File: src/rfg_pkg.sv
`default_nettype none

package rfg_pkg;

    localparam int COORD_W = 7;
    localparam int VALUE_W = 32;
    localparam int MODE_W  = 2;

    localparam logic [MODE_W-1:0] MODE_LOAD = 2'd0;
    localparam logic [MODE_W-1:0] MODE_FILL = 2'd1;
    localparam logic [MODE_W-1:0] MODE_READ = 2'd2;

    // Commands from the sequencer to the rectangle walker
    typedef struct packed {
        logic init;
        logic step;
    } walk_cmd_t;

endpackage

`default_nettype wire

File: src/rfg_walk.sv
`default_nettype none

module rfg_walk #(
    parameter int GRID_COLS = 128,
    parameter int AW        = 14
) (
    input  wire logic                         clk,
    input  wire rfg_pkg::walk_cmd_t           cmd,
    input  wire logic [rfg_pkg::COORD_W-1:0]  row_first,
    input  wire logic [rfg_pkg::COORD_W-1:0]  col_first,
    input  wire logic [rfg_pkg::COORD_W-1:0]  row_last,
    input  wire logic [rfg_pkg::COORD_W-1:0]  col_last,
    input  wire logic [AW-1:0]                base_addr,
    output logic      [AW-1:0]                addr,
    output logic                              last
);

    logic [rfg_pkg::COORD_W-1:0] row_reg, row_next;
    logic [rfg_pkg::COORD_W-1:0] col_reg, col_next;
    logic [rfg_pkg::COORD_W-1:0] col_first_reg;
    logic [rfg_pkg::COORD_W-1:0] col_last_reg;
    logic [rfg_pkg::COORD_W-1:0] row_last_reg;
    logic [AW-1:0]               addr_reg, addr_next;
    logic [AW-1:0]               stride_reg;
    logic                        col_end;
    logic                        row_end;

    assign col_end = (col_reg == col_last_reg);
    assign row_end = (row_reg == row_last_reg);
    assign last    = col_end && row_end;
    assign addr    = addr_reg;

    always_comb
    begin
        row_next  = row_reg;
        col_next  = col_reg;
        addr_next = addr_reg;
        if (cmd.init)
        begin
            row_next  = row_first;
            col_next  = col_first;
            addr_next = base_addr;
        end
        else if (cmd.step)
        begin
            // One adder moves along the row or jumps to the next row's start
            addr_next = addr_reg + (col_end ? stride_reg : AW'(1));
            if (col_end)
            begin
                col_next = col_first_reg;
                row_next = row_reg + rfg_pkg::COORD_W'(1);
            end
            else
            begin
                col_next = col_reg + rfg_pkg::COORD_W'(1);
            end
        end
    end

    always_ff @(posedge clk)
    begin
        row_reg  <= row_next;
        col_reg  <= col_next;
        addr_reg <= addr_next;
        if (cmd.init)
        begin
            col_first_reg <= col_first;
            col_last_reg  <= col_last;
            row_last_reg  <= row_last;
            stride_reg    <= AW'(GRID_COLS) - (AW'(col_last) - AW'(col_first));
        end
    end

endmodule

`default_nettype wire

File: config.mk
export PLATFORM = sky130hd
export DESIGN_NAME = rfg_walk
export DESIGN_NICKNAME = d
export VERILOG_FILES = /design/src/rfg_pkg.sv /design/src/rfg_walk.sv
export SDC_FILE = /design/constraint.sdc
export NUM_CORES = 1
export LEC_CHECK = 0
export BUFFER_PORTS_ARGS = -buffer_cell sky130_fd_sc_hd__buf_4
export CORE_UTILIZATION = 61
export CTS_CLUSTER_SIZE = 14
export DETAILED_ROUTE_END_ITERATION = 8
export PLACE_DENSITY = 0.86
export RECOVER_POWER = 50
export SKIP_CTS_REPAIR_TIMING = 1
export SLEW_MARGIN = 20
export SYNTH_ARGS = -nofsm -noshare
export SYNTH_HDL_FRONTEND = slang
export SYNTH_SLANG_ARGS = --single-unit
File: constraint.sdc
create_clock -name clk -period 5.6 [get_ports clk]
set_input_delay 0.84 -clock clk [delete_from_list [all_inputs] [get_ports clk]]
set_output_delay 0.84 -clock clk [all_outputs]
set_load 0.02 [all_outputs]
Yosys cells after proc, flatten, opt, wreduce, memory -nomap -nowiden:

Index checks and enable logic that the tools add are counted.

* flip-flop bits (word level): 63
* latch bits: 0
* bits in writable memories: 0
* bits in read-only memories: 0
* memories: 0

* add/sub/neg operators: 5
* multiply operators: 0
* div/mod/pow operators: 0
* $lt $le $gt $ge: 0
* equality and inequality tests: 2
* shift-type cells: 0
* multiplexer cells: 9
* bitwise operators: 0
* reductions and logical operators: 4

Operators with widths (count)
* 14-bit two-way mux: 3
* 7-bit two-way mux: 6
* 14-bit adder: 1
* 7-bit by 1-bit adder with 7-bit output (second input constant): 2
* 7-bit == test: 2
* 9-bit by 8-bit subtractor with 10-bit output (first input constant): 1
* 7-bit by 7-bit subtractor with 8-bit output: 1
* 2-bit nonzero test: 2
* 2-bit AND reduction: 1
* 1-bit logical AND: 1

Longest topological paths before layout:

Gate-level depths: netlist (run 1).

* depth in word-level cells: 5
* mapped depth: 11

Least setup slack after synthesis (run 1):

Ideal clock, no wire load.

* path kind: register -> register
* from: register col_reg[3] in the netlist's numbering
* to: register addr_reg[13] (netlist: addr[13]), data pin
* library setup time: 261 ps
* arrival time: 2929 ps
* required time: 5339 ps
* path slack: 2410 ps
* cell stages (with the launch flop): 12
* buffers on the path: 1
* clock period less this slack: 3190 ps
* path through: edfxtp_1 > xnor2_1 > nand4_1 > nor4_4 > clkbuf_1 > and2_1 > ha_1 > a21o_1 > and4_1 > o211ai_1 > a2111oi_0 > a221o_1

* word-level cells in the longest chain between the ends: 5

RTL lines
* start: declaration: RTL line rfg_walk.sv:19 `logic [rfg_pkg::COORD_W-1:0] col_reg, col_next;`
* start signal: assignment: RTL line rfg_walk.sv:63 `col_reg <= col_next;`
* 7-bit == test: RTL line rfg_walk.sv:28 `assign col_end = (col_reg == col_last_reg);`
* 14-bit two-way mux: RTL line rfg_walk.sv:47 `addr_next = addr_reg + (col_end ? stride_reg : AW'(1));`
* 14-bit adder: RTL line rfg_walk.sv:47
* 14-bit two-way mux: RTL line rfg_walk.sv:44 `else if (cmd.step)`
* 14-bit two-way mux: RTL line rfg_walk.sv:38 `if (cmd.init)`
* net addr_next[13]: RTL line rfg_walk.sv:23 `logic [AW-1:0] addr_reg, addr_next;`
* end signal: assignment: RTL line rfg_walk.sv:64 `addr_reg <= addr_next;`
* end: declaration: RTL line rfg_walk.sv:23

The timed path passes the listed nets, and every way through them passes these cells. The select of a mux whose other input is x is not followed.
A chain may end at the register's enable or synchronous reset.

Worst setup path after layout (run 1):

* from: input port cmd[1] in the netlist's numbering
* to: register addr_reg[12] (netlist: addr[12]), data pin

* word-level cells in the longest chain between the ends: 1

RTL lines
* start: declaration: RTL line rfg_walk.sv:8 `input wire rfg_pkg::walk_cmd_t cmd,`
* 14-bit two-way mux: RTL line rfg_walk.sv:38
* net addr_next[12]: RTL line rfg_walk.sv:23

The timed path passes the listed nets, and every way through them passes these cells.

==> results_tabular.tex, run 1 <==
\begin{tabular}{lr}
\hline
Metric & Value \\
\hline
\multicolumn{2}{l}{\textbf{Synth}} \\
Net count after synthesis & around 390 \\
Xor/xnor share of the synthesized area & 0.0882 \\
Area fraction of the dominant cell type after synthesis & 0.487 \\
Yosys warning count & 0 \\
Multiplexer fraction of the synthesized cell area & 0.0322 \\
Number of distinct library cells after synthesis & 46 \\
Adder-cell share of the synthesized area & 0.0777 \\
Cell with the most instances after synthesis & edfxtp\_1 \\
Number of flops mapped to enable cells by yosys & between 50 and 60 \\
Ys flop type & edfxtp\_1 \\
Post-synth ARST share & 0 \\
Post-synthesis area per instance & between 10 and 15 um2 \\
Flip-flop and latch count after synthesis & between 50 and 60 \\
Dominant combinational cell family by area after synthesis & simple AND/OR/NAND/NOR gates \\
Share of synthesized cell area in and, or, nand and nor gates & 0.161 \\
Fraction of the mapped netlist area in compound gates & 0.130 \\
Largest cells by area after synthesis & edfxtp\_1, ha\_1, xnor2\_1 \\
Cell type with the highest aggregate area in the netlist & edfxtp\_1 \\
Mapped Area & 3570 um2 \\
Number of instances in the synthesized netlist & between 300 and 400 \\
Commonest cells in the netlist & edfxtp\_1, nand2\_1, o21ai\_0 \\
Proportion of synthesized chip area in sequential cells & 0.487 \\
\multicolumn{2}{l}{\textbf{Clock tree}} \\
Count of H-tree levels built during CTS & 3 \\
Clk pin slew, worst setup/hold paths & about 0.070 ns \\
Clock network latency to the later pin of the worst-skew pair & around 0.33 ns \\
TritonCTS buffer count & 9 \\
Clk root buf & clkbuf\_8 \\
Sinks on the clock net & a little under 60 \\
TritonCTS clock tree & yes \\
Maximum clock insertion buffer count & 2 \\
\multicolumn{2}{l}{\textbf{Cells and area}} \\
Antenna diode count & 0 \\
Final std cell area, no fill & 4210 um2 \\
Flip-flop count of the largest register after layout & 14 \\
Final net count & between 400 and 500 \\
Final Non-Filler Cells & 462 \\
Area added between synthesis and finish & 17.8\% \\
Share of cells above drive strength 1 & 0.156 \\
\multicolumn{2}{l}{\textbf{Worst setup path}} \\
List of cells traversed by the critical path & clkbuf\_1, nor3\_1, a222oi\_1, nand3\_1 \\
Slowest library cell on the worst path & clkbuf\_1 \\
Kind of start point of the critical path & primary input \\
Worst Setup End Kind & flip-flop \\
Kind of critical path & primary input to flip-flop \\
Arr. time, crit path & 4.38 ns \\
Startpoint of the worst register-to-register path & col\_reg[3] \\
Critical Path RT & 5.67 ns \\
Setup crit start & cmd[1] \\
Max incr delay on CP & between 2 and 3 ns \\
Peak fanout along the critical path & 90 \\
\multicolumn{2}{l}{\textbf{Die}} \\
Die X-Extent & 78.5 um \\
Total core area & roughly 5600 um2 \\
Height of the chip & slightly below 80 um \\
I/O pin count & 60 \\
Initial core utilization & 0.641 \\
Die outline area & about 6200 um2 \\
FP Rows & 27 \\
\multicolumn{2}{l}{\textbf{Drt}} \\
Average detailed-routed wire length per instance & 15.5 um \\
DRC violation count after routing & 0 \\
Number of violations reported at the end of detailed-routing iteration 0 & 120 \\
Wire length reported by the detailed router & between 7 and 8 mm \\
Via density per instance & around 5.7 \\
Antenna Violating Nets Remaining & 0 \\
1st-pass router iterations & 4 \\
Count of vias placed by the detailed router & 2648 \\
\multicolumn{2}{l}{\textbf{STA}} \\
Relative max-transition margin & -1.47 \\
Share of the clock period used by the worst path after layout & 0.770 \\
Final number of setup-violating endpoints & 0 \\
Final sum of negative setup slack & 0 ns \\
Transition time of the tightest slew-check pin & $\sim$3.7 ns \\
Worst Skew & 0.00734 ns \\
Final worst-path setup slack & roughly 1.3 ns \\
Final worst path period need & 4.31 ns \\
Smallest hold slack & $\sim$0.62 ns \\
Slew Viols, Final & 91 \\
Setup repair after global routing missed its margin & no \\
Maximum operating frequency & about 230 MHz \\
Final hold violation count & 0 \\
\multicolumn{2}{l}{\textbf{Power and ir drop}} \\
Leak & 0.00165 uW \\
Power per standard cell area & between 200 and 300 nW/um2 \\
Maximum ir drop on the vdd rail & about 0.14 mV \\
\multicolumn{2}{l}{\textbf{Global routing}} \\
Number of global-route vias before repair & roughly 2600 \\
Global-route wire length before repair & roughly 12 mm \\
GRT Total Usage & 0.247 \\
Initial antenna violation count & 0 \\
Maximum number of pins on one net before global-route repair & between 90 and 100 \\
Leftover overflow at the end of global routing & 0 \\
\multicolumn{2}{l}{\textbf{Placed design}} \\
Placed cell areas & between 4000 and 5000 um2 \\
Routability-driven placement congestion ratio & 0.835 \\
Total of buffers placed on input and output ports & 59 \\
Post-place setup slack & around 1.9 ns \\
Cell count after placement & approximately 450 \\
Half-perimeter wire length of the detailed placement result & between 5 and 6 mm \\
\multicolumn{2}{l}{\textbf{Status}} \\
Violations in the final reports & max-capacitance violations, max-slew violations \\
Run status & complete, but fails checks \\
\multicolumn{2}{l}{\textbf{Hold path}} \\
Hold Crit Class & flip-flop to flip-flop \\
Hold path startpoint & col\_first\_reg[6] \\
\multicolumn{2}{l}{\textbf{Job}} \\
Count of maximum capacitance violations & 1 \\
\hline
\end{tabular}
==> layout by cell type (no fill, tap or decap), types with 6 or more instances in the layout <==
master / netlist / layout
edfxtp_1: 58 / 58
buf_4: 0 / 29
nand2_1: 28 / 28
o21ai_0: 22 / 22
clkbuf_1: 7 / 21
xnor2_1: 20 / 20
ha_1: 19 / 19
xor2_1: 16 / 16
inv_1: 14 / 14
a21oi_1: 13 / 13
nor2_1: 12 / 12
nand3_1: 10 / 10
clkbuf_4: 0 / 10
and2_1: 9 / 9
clkbuf_8: 0 / 9
nor2b_1: 8 / 8
and3_1: 7 / 7
mux2i_1: 7 / 7
nand2b_1: 6 / 6
a21o_1: 6 / 6
==> worst max-delay path, delay by kind of cell <==
family                 cells  cell delay, ns
buffers and inverters      1            2.56
AO/OA/AOI/OAI              1            0.52
AND/OR/NAND/NOR            2            0.47
==> cells by family after synthesis <==
family | count (synthesis)
simple gates | 105
flops | 58
xor+xnor | 36
fa+ha+maj | 21
mux | 11
buf+inv | 22
compound gates | 70
==> power breakdown <==
group	internal [uW]	total [uW]	switching, uW
logic	111	246	135
registers	540	573	32.1
clock network	247	409	161
==> cell type report <==
cell class | instances | area, um2
multi-input cells | 243 | 1750
flip-flops and latches | 58 | 1740
fillers | 412 | 1370
repair buffers | 59 | 368
clock buffers | 10 | 128
well taps | 72 | 90.1
clock inverters | 6 | 81.3
inverters | 14 | 52.6
==> routing by layer <==
metal,up-vias,share of wire,global-route usage
met3,10,0.032,0.0372
met5,-,0,0
met4,0,0.017,0.122
li1,1334,-,-
met2,63,0.50,0.428
met1,1241,0.45,0.300
==> stage by stage <==
stage | power, uW | utilization
2_1_floorplan | 741 | -
3_3_place_gp | 822 | 0.731
3_5_place_dp | 834 | 0.731
4_1_cts | 1240 | 0.769
5_1_grt | 1280 | 0.755
6_report | 1230 | 0.755
==> path summary, 6_finish.rpt <==
kind,slack [ns],cells after the start,to
max reg2reg,1.79,10,addr[13]
min reg2reg,0.62,2,col_reg[6]
min,0.62,2,col_reg[6]
max,1.29,4,addr[12]
No activity file was read; power rests on OpenSTA's default activity.
==> inputs of run 2 (changes only) <==
CORE_UTILIZATION = 51   (was 61)
PLACE_DENSITY = 0.76   (was 0.86)
clock period = 3.6 ns   (was 5.6 ns; I/O delays follow)
==> run 2 against run 1 <==
Effect of this change:
- the flow now finishes without violations
- critical endpoint is now addr[6]
- critical path type is now flip-flop to flip-flop
- largest power group unchanged
- highest routed layer unchanged
- final area rose by 0.54%
- total power grew 51%
- count of clock-buffer cells in the layout down 1
- sequential power rose by 55%
==> results_tabular.tex, run 2 (synthesis results as in run 1) <==
\begin{tabular}{lr}
\hline
Metric & Value \\
\hline
\multicolumn{2}{l}{\textbf{Status}} \\
Run status & finished clean (was complete, but fails checks) \\
\multicolumn{2}{l}{\textbf{STA}} \\
Smallest hold slack & 0.397 ns (was 0.619 ns) \\
Final worst path period need & about 3.3 ns \\
Slew Viols, Final & 0 (was 91) \\
Final sum of negative setup slack & 0 ns (unchanged) \\
Final number of setup-violating endpoints & 0 (unchanged) \\
Relative max-transition margin & 0.414 (was -1.47) \\
Transition time of the tightest slew-check pin & 0.879 ns (was 3.70 ns) \\
Setup repair after global routing missed its margin & no (unchanged) \\
Maximum operating frequency & between 200 and 300 MHz \\
Worst Skew & 0.00905 ns (was 0.00734 ns) \\
Share of the clock period used by the worst path after layout & 0.928 \\
Final worst-path setup slack & 0.260 ns (was 1.29 ns) \\
Final hold violation count & 0 (unchanged) \\
\multicolumn{2}{l}{\textbf{Global routing}} \\
Maximum number of pins on one net before global-route repair & 91 (unchanged) \\
Initial antenna violation count & 0 (unchanged) \\
GRT Total Usage & 0.206 (was 0.247) \\
Number of global-route vias before repair & 2603 (was 2552) \\
Global-route wire length before repair & 11.7 mm (was 11.5 mm) \\
Leftover overflow at the end of global routing & 0 (unchanged) \\
\multicolumn{2}{l}{\textbf{Placed design}} \\
Total of buffers placed on input and output ports & 59 (unchanged) \\
Routability-driven placement congestion ratio & 0.895 (was 0.835) \\
Half-perimeter wire length of the detailed placement result & 5.30 mm (was 5.29 mm) \\
Cell count after placement & 472 (was 446) \\
Post-place setup slack & 0.352 ns (was 1.90 ns) \\
\multicolumn{2}{l}{\textbf{Clock tree}} \\
Maximum clock insertion buffer count & 2 (unchanged) \\
Clock network latency to the later pin of the worst-skew pair & 0.34 ns (was 0.33 ns) \\
Sinks on the clock net & 58 (unchanged) \\
Clk pin slew, worst setup/hold paths & 0.07 ns (about the same) \\
TritonCTS buffer count & 9 (unchanged) \\
TritonCTS clock tree & yes (unchanged) \\
Count of H-tree levels built during CTS & 3 (unchanged) \\
Clk root buf & clkbuf\_8 (unchanged) \\
\multicolumn{2}{l}{\textbf{Cells and area}} \\
Most used cells in the layout excluding fill and tap cells & edfxtp\_1, buf\_4, nand2\_1 (unchanged) \\
Finished Core Util & 0.623 (was 0.755) \\
Share of cells above drive strength 1 & 0.161 (was 0.156) \\
Area added between synthesis and finish & 18.4\% (was 17.8\%) \\
Final net count & 453 (was 451) \\
Commonest non-fill, non-tap cell in the layout & edfxtp\_1 (unchanged) \\
Final Non-Filler Cells & 488 (was 462) \\
Flip-flop count of the largest register after layout & 14 (unchanged) \\
Antenna diode count & 0 (unchanged) \\
\multicolumn{2}{l}{\textbf{Worst setup path}} \\
Kind of start point of the critical path & flip-flop (was primary input) \\
Peak fanout along the critical path & 11 (was 90) \\
Kind of critical path & flip-flop to flip-flop (was primary input to flip-flop) \\
Arr. time, crit path & 3.38 ns (was 4.38 ns) \\
Critical Path RT & 3.64 ns (was 5.67 ns) \\
Worst Setup End Kind & flip-flop (unchanged) \\
Flop2flop setup slack & 0.26 ns (was 1.79 ns) \\
\multicolumn{2}{l}{\textbf{Power and ir drop}} \\
Leak & 0.00165 uW (about the same) \\
Net switching power & 527 uW (was 328 uW) \\
Seq pwr share & 0.480 (was 0.467) \\
Comb pwr share & 0.204 (was 0.200) \\
Power per standard cell area & 438 nW/um2 (was 291 nW/um2) \\
Internal portion of total power & 1330 uW (was 899 uW) \\
Maximum ir drop on the vdd rail & 0.168 mV (was 0.142 mV) \\
Switching power as a share of total power & 0.284 (was 0.268) \\
Clock Power Share & 0.316 (was 0.333) \\
\multicolumn{2}{l}{\textbf{Die}} \\
Total core area & 6790 um2 (was 5570 um2) \\
Die X-Extent & 85.7 um (was 78.5 um) \\
I/O pin count & 60 (unchanged) \\
FP Rows & 30 (was 27) \\
Initial core utilization & 0.526 (was 0.641) \\
Die outline area & 7350 um2 (was 6170 um2) \\
Height of the chip & 85.7 um (was 78.5 um) \\
\multicolumn{2}{l}{\textbf{Drt}} \\
Via density per instance & 5.44 (was 5.73) \\
Number of violations reported at the end of detailed-routing iteration 0 & 116 (was 120) \\
DRC violation count after routing & 0 (unchanged) \\
Count of vias placed by the detailed router & 2657 (was 2648) \\
1st-pass router iterations & 6 (was 4) \\
Antenna Violating Nets Remaining & 0 (unchanged) \\
Wire length reported by the detailed router & 7.15 mm (was 7.18 mm) \\
Average detailed-routed wire length per instance & 14.7 um (was 15.5 um) \\
\multicolumn{2}{l}{\textbf{Hold path}} \\
Hold Crit Class & primary input to flip-flop (was flip-flop to flip-flop) \\
\multicolumn{2}{l}{\textbf{Job}} \\
Count of maximum capacitance violations & 0 (was 1) \\
\hline
\end{tabular}
[run 2: critical path: stages, from the launching register on]
cell and delay, ns:
edfxtp_1 0.46, xnor2_1 0.17, nand4_1 0.16, nor4_4 0.39, or2b_1 0.28, ha_1 0.21, fa_1 0.40, a21oi_1 0.23
o21ai_0 0.16, a21oi_1 0.34, xor2_1 0.17, o21ai_0 0.09
[run 2: cell type report]
type | instances | area [um2]
fill | 579 | 2560
multi-input combinational | 243 | 1750
sequential | 58 | 1740
timing repair buffer | 61 | 375
clock buffer | 9 | 124
tap | 96 | 120
clock inverter | 7 | 70.1
inverter | 14 | 52.6
[run 2: metrics by stage]
stage          area, um2  power, uW
2_1_floorplan       3570       1150
3_3_place_gp        4120       1280
3_5_place_dp        4120       1300
4_1_cts             4310       1890
5_1_grt             4230       1940
6_report            4230       1850
[run 2: worst paths after layout]
path / start / to / cells past startpoint
min: row_last[5] / row_last_reg[5] / 1
max: col_reg[3] / addr[6] / 11
min reg2reg: col_first_reg[1] / col_reg[1] / 2
max reg2reg: col_reg[3] / addr[6] / 11
[run 2: layer usage]
layer | global-route usage | part of all wire | vias up
met1 | 0.263 | 0.46 | 1220
li1 | - | - | 1331
met2 | 0.334 | 0.46 | 84
met3 | 0.0443 | 0.049 | 22
met4 | 0.0985 | 0.027 | 0
met5 | 0 | 0 | -
[run 2: power groups by stage]
stage / clock, uW / combinational [uW] / sequential (uW)
CTS: 601 / 395 / 890
global route: 629 / 418 / 898
global placement: 0 / 383 / 901
finish: 586 / 377 / 889
floorplan: 0 / 238 / 915
detailed placement: 0 / 393 / 904
==> inputs of run 3 (changes only) <==
ABC_AREA = 1   (was default)
CORE_UTILIZATION = 52   (was 51)
PLACE_DENSITY = 0.77   (was 0.76)
TNS_END_PERCENT = 20   (was default)
==> run 3 against run 2 <==
Effect of this change:
- the run now ends with max-capacitance violations, max-slew violations left
- total power grew 8.7%
- combinational power grew 2%
- critical path depth shrank 8
- clock skew grew 0.0010 ns
- synthesized cell count grew 35%
- via count grew 17%
- critical path type is now primary input to flip-flop
- critical endpoint is now row_reg[5]
==> results_tabular.tex, run 3 <==
\begin{tabular}{lr}
\hline
Metric & Value \\
\hline
\multicolumn{2}{l}{\textbf{Global routing}} \\
Initial antenna violation count & 0 (unchanged) \\
GRT Total Usage & 0.231 (was 0.206) \\
Maximum number of pins on one net before global-route repair & 63 (was 91) \\
Global-route wire length before repair & 13.2 mm (was 11.7 mm) \\
Number of global-route vias before repair & 2951 (was 2603) \\
Leftover overflow at the end of global routing & 0 (unchanged) \\
\multicolumn{2}{l}{\textbf{Clock tree}} \\
Maximum clock insertion buffer count & 2 (unchanged) \\
Clock network latency to the later pin of the worst-skew pair & 0.34 ns (about the same) \\
Count of H-tree levels built during CTS & 3 (unchanged) \\
TritonCTS clock tree & yes (unchanged) \\
Clk pin slew, worst setup/hold paths & 0.07 ns (about the same) \\
Clk root buf & clkbuf\_8 (unchanged) \\
Sinks on the clock net & 58 (unchanged) \\
TritonCTS buffer count & 9 (unchanged) \\
\multicolumn{2}{l}{\textbf{STA}} \\
Final hold violation count & 0 (unchanged) \\
Share of the clock period used by the worst path after layout & 0.845 (was 0.928) \\
Slew Viols, Final & 63 (was 0) \\
Maximum operating frequency & 329 MHz (was 299 MHz) \\
Final worst path period need & 3.04 ns (was 3.34 ns) \\
Transition time of the tightest slew-check pin & 2.85 ns (was 0.879 ns) \\
Final sum of negative setup slack & 0 ns (unchanged) \\
Final number of setup-violating endpoints & 0 (unchanged) \\
Worst Skew & 0.0101 ns (was 0.00905 ns) \\
Relative max-transition margin & -0.901 (was 0.414) \\
Setup repair after global routing missed its margin & no (unchanged) \\
\multicolumn{2}{l}{\textbf{Cells and area}} \\
Flip-flop count of the largest register after layout & 14 (unchanged) \\
Antenna diode count & 0 (unchanged) \\
Share of cells above drive strength 1 & 0.143 (was 0.161) \\
Commonest non-fill, non-tap cell in the layout & nand2\_1 (was edfxtp\_1) \\
Area added between synthesis and finish & 18.4\% (about the same) \\
Most used cells in the layout excluding fill and tap cells & nand2\_1, edfxtp\_1, inv\_1 (was edfxtp\_1, buf\_4, nand2\_1) \\
Final net count & 566 (was 453) \\
\multicolumn{2}{l}{\textbf{Synth}} \\
Cell type with the highest aggregate area in the netlist & edfxtp\_1 (unchanged) \\
Ys flop type & edfxtp\_1 (unchanged) \\
Number of flops mapped to enable cells by yosys & 58 (unchanged) \\
Mapped Area & 3750 um2 (was 3570 um2) \\
Cell with the most instances after synthesis & nand2\_1 (was edfxtp\_1) \\
Post-synthesis area per instance & 8.57 um2 (was 11.1 um2) \\
Net count after synthesis & 503 (was 389) \\
Flip-flop and latch count after synthesis & 58 (unchanged) \\
Largest cells by area after synthesis & edfxtp\_1, nand2\_1, ha\_1 (was edfxtp\_1, ha\_1, xnor2\_1) \\
Area fraction of the dominant cell type after synthesis & 0.465 (was 0.487) \\
Yosys warning count & 0 (unchanged) \\
Post-synth ARST share & 0 (unchanged) \\
Proportion of synthesized chip area in sequential cells & 0.465 (was 0.487) \\
Number of distinct library cells after synthesis & 32 (was 46) \\
Commonest cells in the netlist & nand2\_1, edfxtp\_1, inv\_1 (was edfxtp\_1, nand2\_1, o21ai\_0) \\
Number of instances in the synthesized netlist & 437 (was 323) \\
\multicolumn{2}{l}{\textbf{Drt}} \\
Average detailed-routed wire length per instance & 13.4 um (was 14.7 um) \\
Number of violations reported at the end of detailed-routing iteration 0 & 102 (was 116) \\
DRC violation count after routing & 0 (unchanged) \\
Wire length reported by the detailed router & 8.05 mm (was 7.15 mm) \\
1st-pass router iterations & 5 (was 6) \\
Via density per instance & 5.17 (was 5.44) \\
Antenna Violating Nets Remaining & 0 (unchanged) \\
Count of vias placed by the detailed router & 3106 (was 2657) \\
\multicolumn{2}{l}{\textbf{Die}} \\
Initial core utilization & 0.545 (was 0.526) \\
Height of the chip & 86.9 um (was 85.7 um) \\
Total core area & 6870 um2 (was 6790 um2) \\
Die X-Extent & 86.9 um (was 85.7 um) \\
FP Rows & 30 (unchanged) \\
I/O pin count & 60 (unchanged) \\
Die outline area & 7550 um2 (was 7350 um2) \\
\multicolumn{2}{l}{\textbf{Placed design}} \\
Total of buffers placed on input and output ports & 59 (unchanged) \\
Half-perimeter wire length of the detailed placement result & 6.02 mm (was 5.30 mm) \\
Routability-driven placement congestion ratio & 0.895 (unchanged) \\
\multicolumn{2}{l}{\textbf{Power and ir drop}} \\
Leak & 0.00205 uW (was 0.00165 uW) \\
Power per standard cell area & 454 nW/um2 (was 438 nW/um2) \\
Overall power & 2010 uW (was 1850 uW) \\
Maximum ir drop on the vdd rail & 0.247 mV (was 0.168 mV) \\
\multicolumn{2}{l}{\textbf{Worst setup path}} \\
Setup crit start & cmd[1] (was col\_reg[3]) \\
Arr. time, crit path & 3.02 ns (was 3.38 ns) \\
Startpoint of the worst register-to-register path & col\_reg[3] (unchanged) \\
Peak fanout along the critical path & 62 (was 11) \\
Critical Path RT & 3.58 ns (was 3.64 ns) \\
Kind of start point of the critical path & primary input (was flip-flop) \\
Worst Setup End Kind & flip-flop (unchanged) \\
Kind of critical path & primary input to flip-flop (was flip-flop to flip-flop) \\
\multicolumn{2}{l}{\textbf{Hold path}} \\
Hold path startpoint & row\_last[5] (unchanged) \\
Hold Crit Class & primary input to flip-flop (unchanged) \\
\multicolumn{2}{l}{\textbf{Status}} \\
Violations in the final reports & max-capacitance violations, max-slew violations \\
Run status & complete, but fails checks (was finished clean) \\
\multicolumn{2}{l}{\textbf{Job}} \\
Count of maximum capacitance violations & 1 (was 0) \\
\hline
\end{tabular}
run 3: per-stage QoR:
stage | std cells | instance area, um2 | utilization | setup slack (ns) | hold WS, ns
final | 601 | 4440 | 0.646 | 0.559 | 0.399
after detailed placement | 585 | 4270 | 0.622 | 0.654 | 0.652
after CTS | 601 | 4510 | 0.657 | 0.624 | 0.361
after floorplan | 437 | 3750 | - | 1.01 | 0.595
after global placement | 585 | 4270 | 0.622 | 0.786 | 0.629
after global routing | 601 | 4440 | 0.646 | 0.237 | 0.377
run 3: layout make-up:
class / instances / area (um2)
clock buffers: 9 / 124
fillers: 595 / 2430
inverters: 58 / 218
repair buffers: 60 / 375
multi-input cells: 313 / 1740
flip-flops and latches: 58 / 1740
well taps: 96 / 120
clock inverters: 7 / 116
run 3: logic make-up after synthesis:
| group | after synthesis | synth area share |
|---|---|---|
| AOI/OAI and AO/OA | 29 | 0.0421 |
| adders and majority gates | 21 | 0.0741 |
| DFF | 58 | 0.465 |
| buffers and inverters | 66 | 0.0701 |
| and+or+nand+nor | 236 | 0.286 |
| xor gates and xnor gates | 27 | 0.0631 |
run 3: power by group:
group	internal, uW	switching [uW]
clock	460	281
sequential	836	51.1
combinational	156	230
total	1450	562
run 3: worst paths after layout:
path | endpoint | slack [ns] | cells after the start
worst max register to register | addr[6] | 0.64 | 16
worst min-delay path | row_last_reg[5] | 0.40 | 1
worst min register to register | col_reg[0] | 0.68 | 3
worst max-delay path | row_reg[5] | 0.56 | 3
run 3: critical path, stage by stage:
cell and delay (ns):
clkbuf_1 0.10, clkbuf_1 2.03, o21ai_0 0.33
run 3: metal layers:
layer	up-vias	global-route usage	routed length [um]
met5	-	0	0
met4	0	0.117	148
met3	11	0.0332	386
met2	93	0.380	3880
met1	1433	0.298	3640
li1	1569	-	-
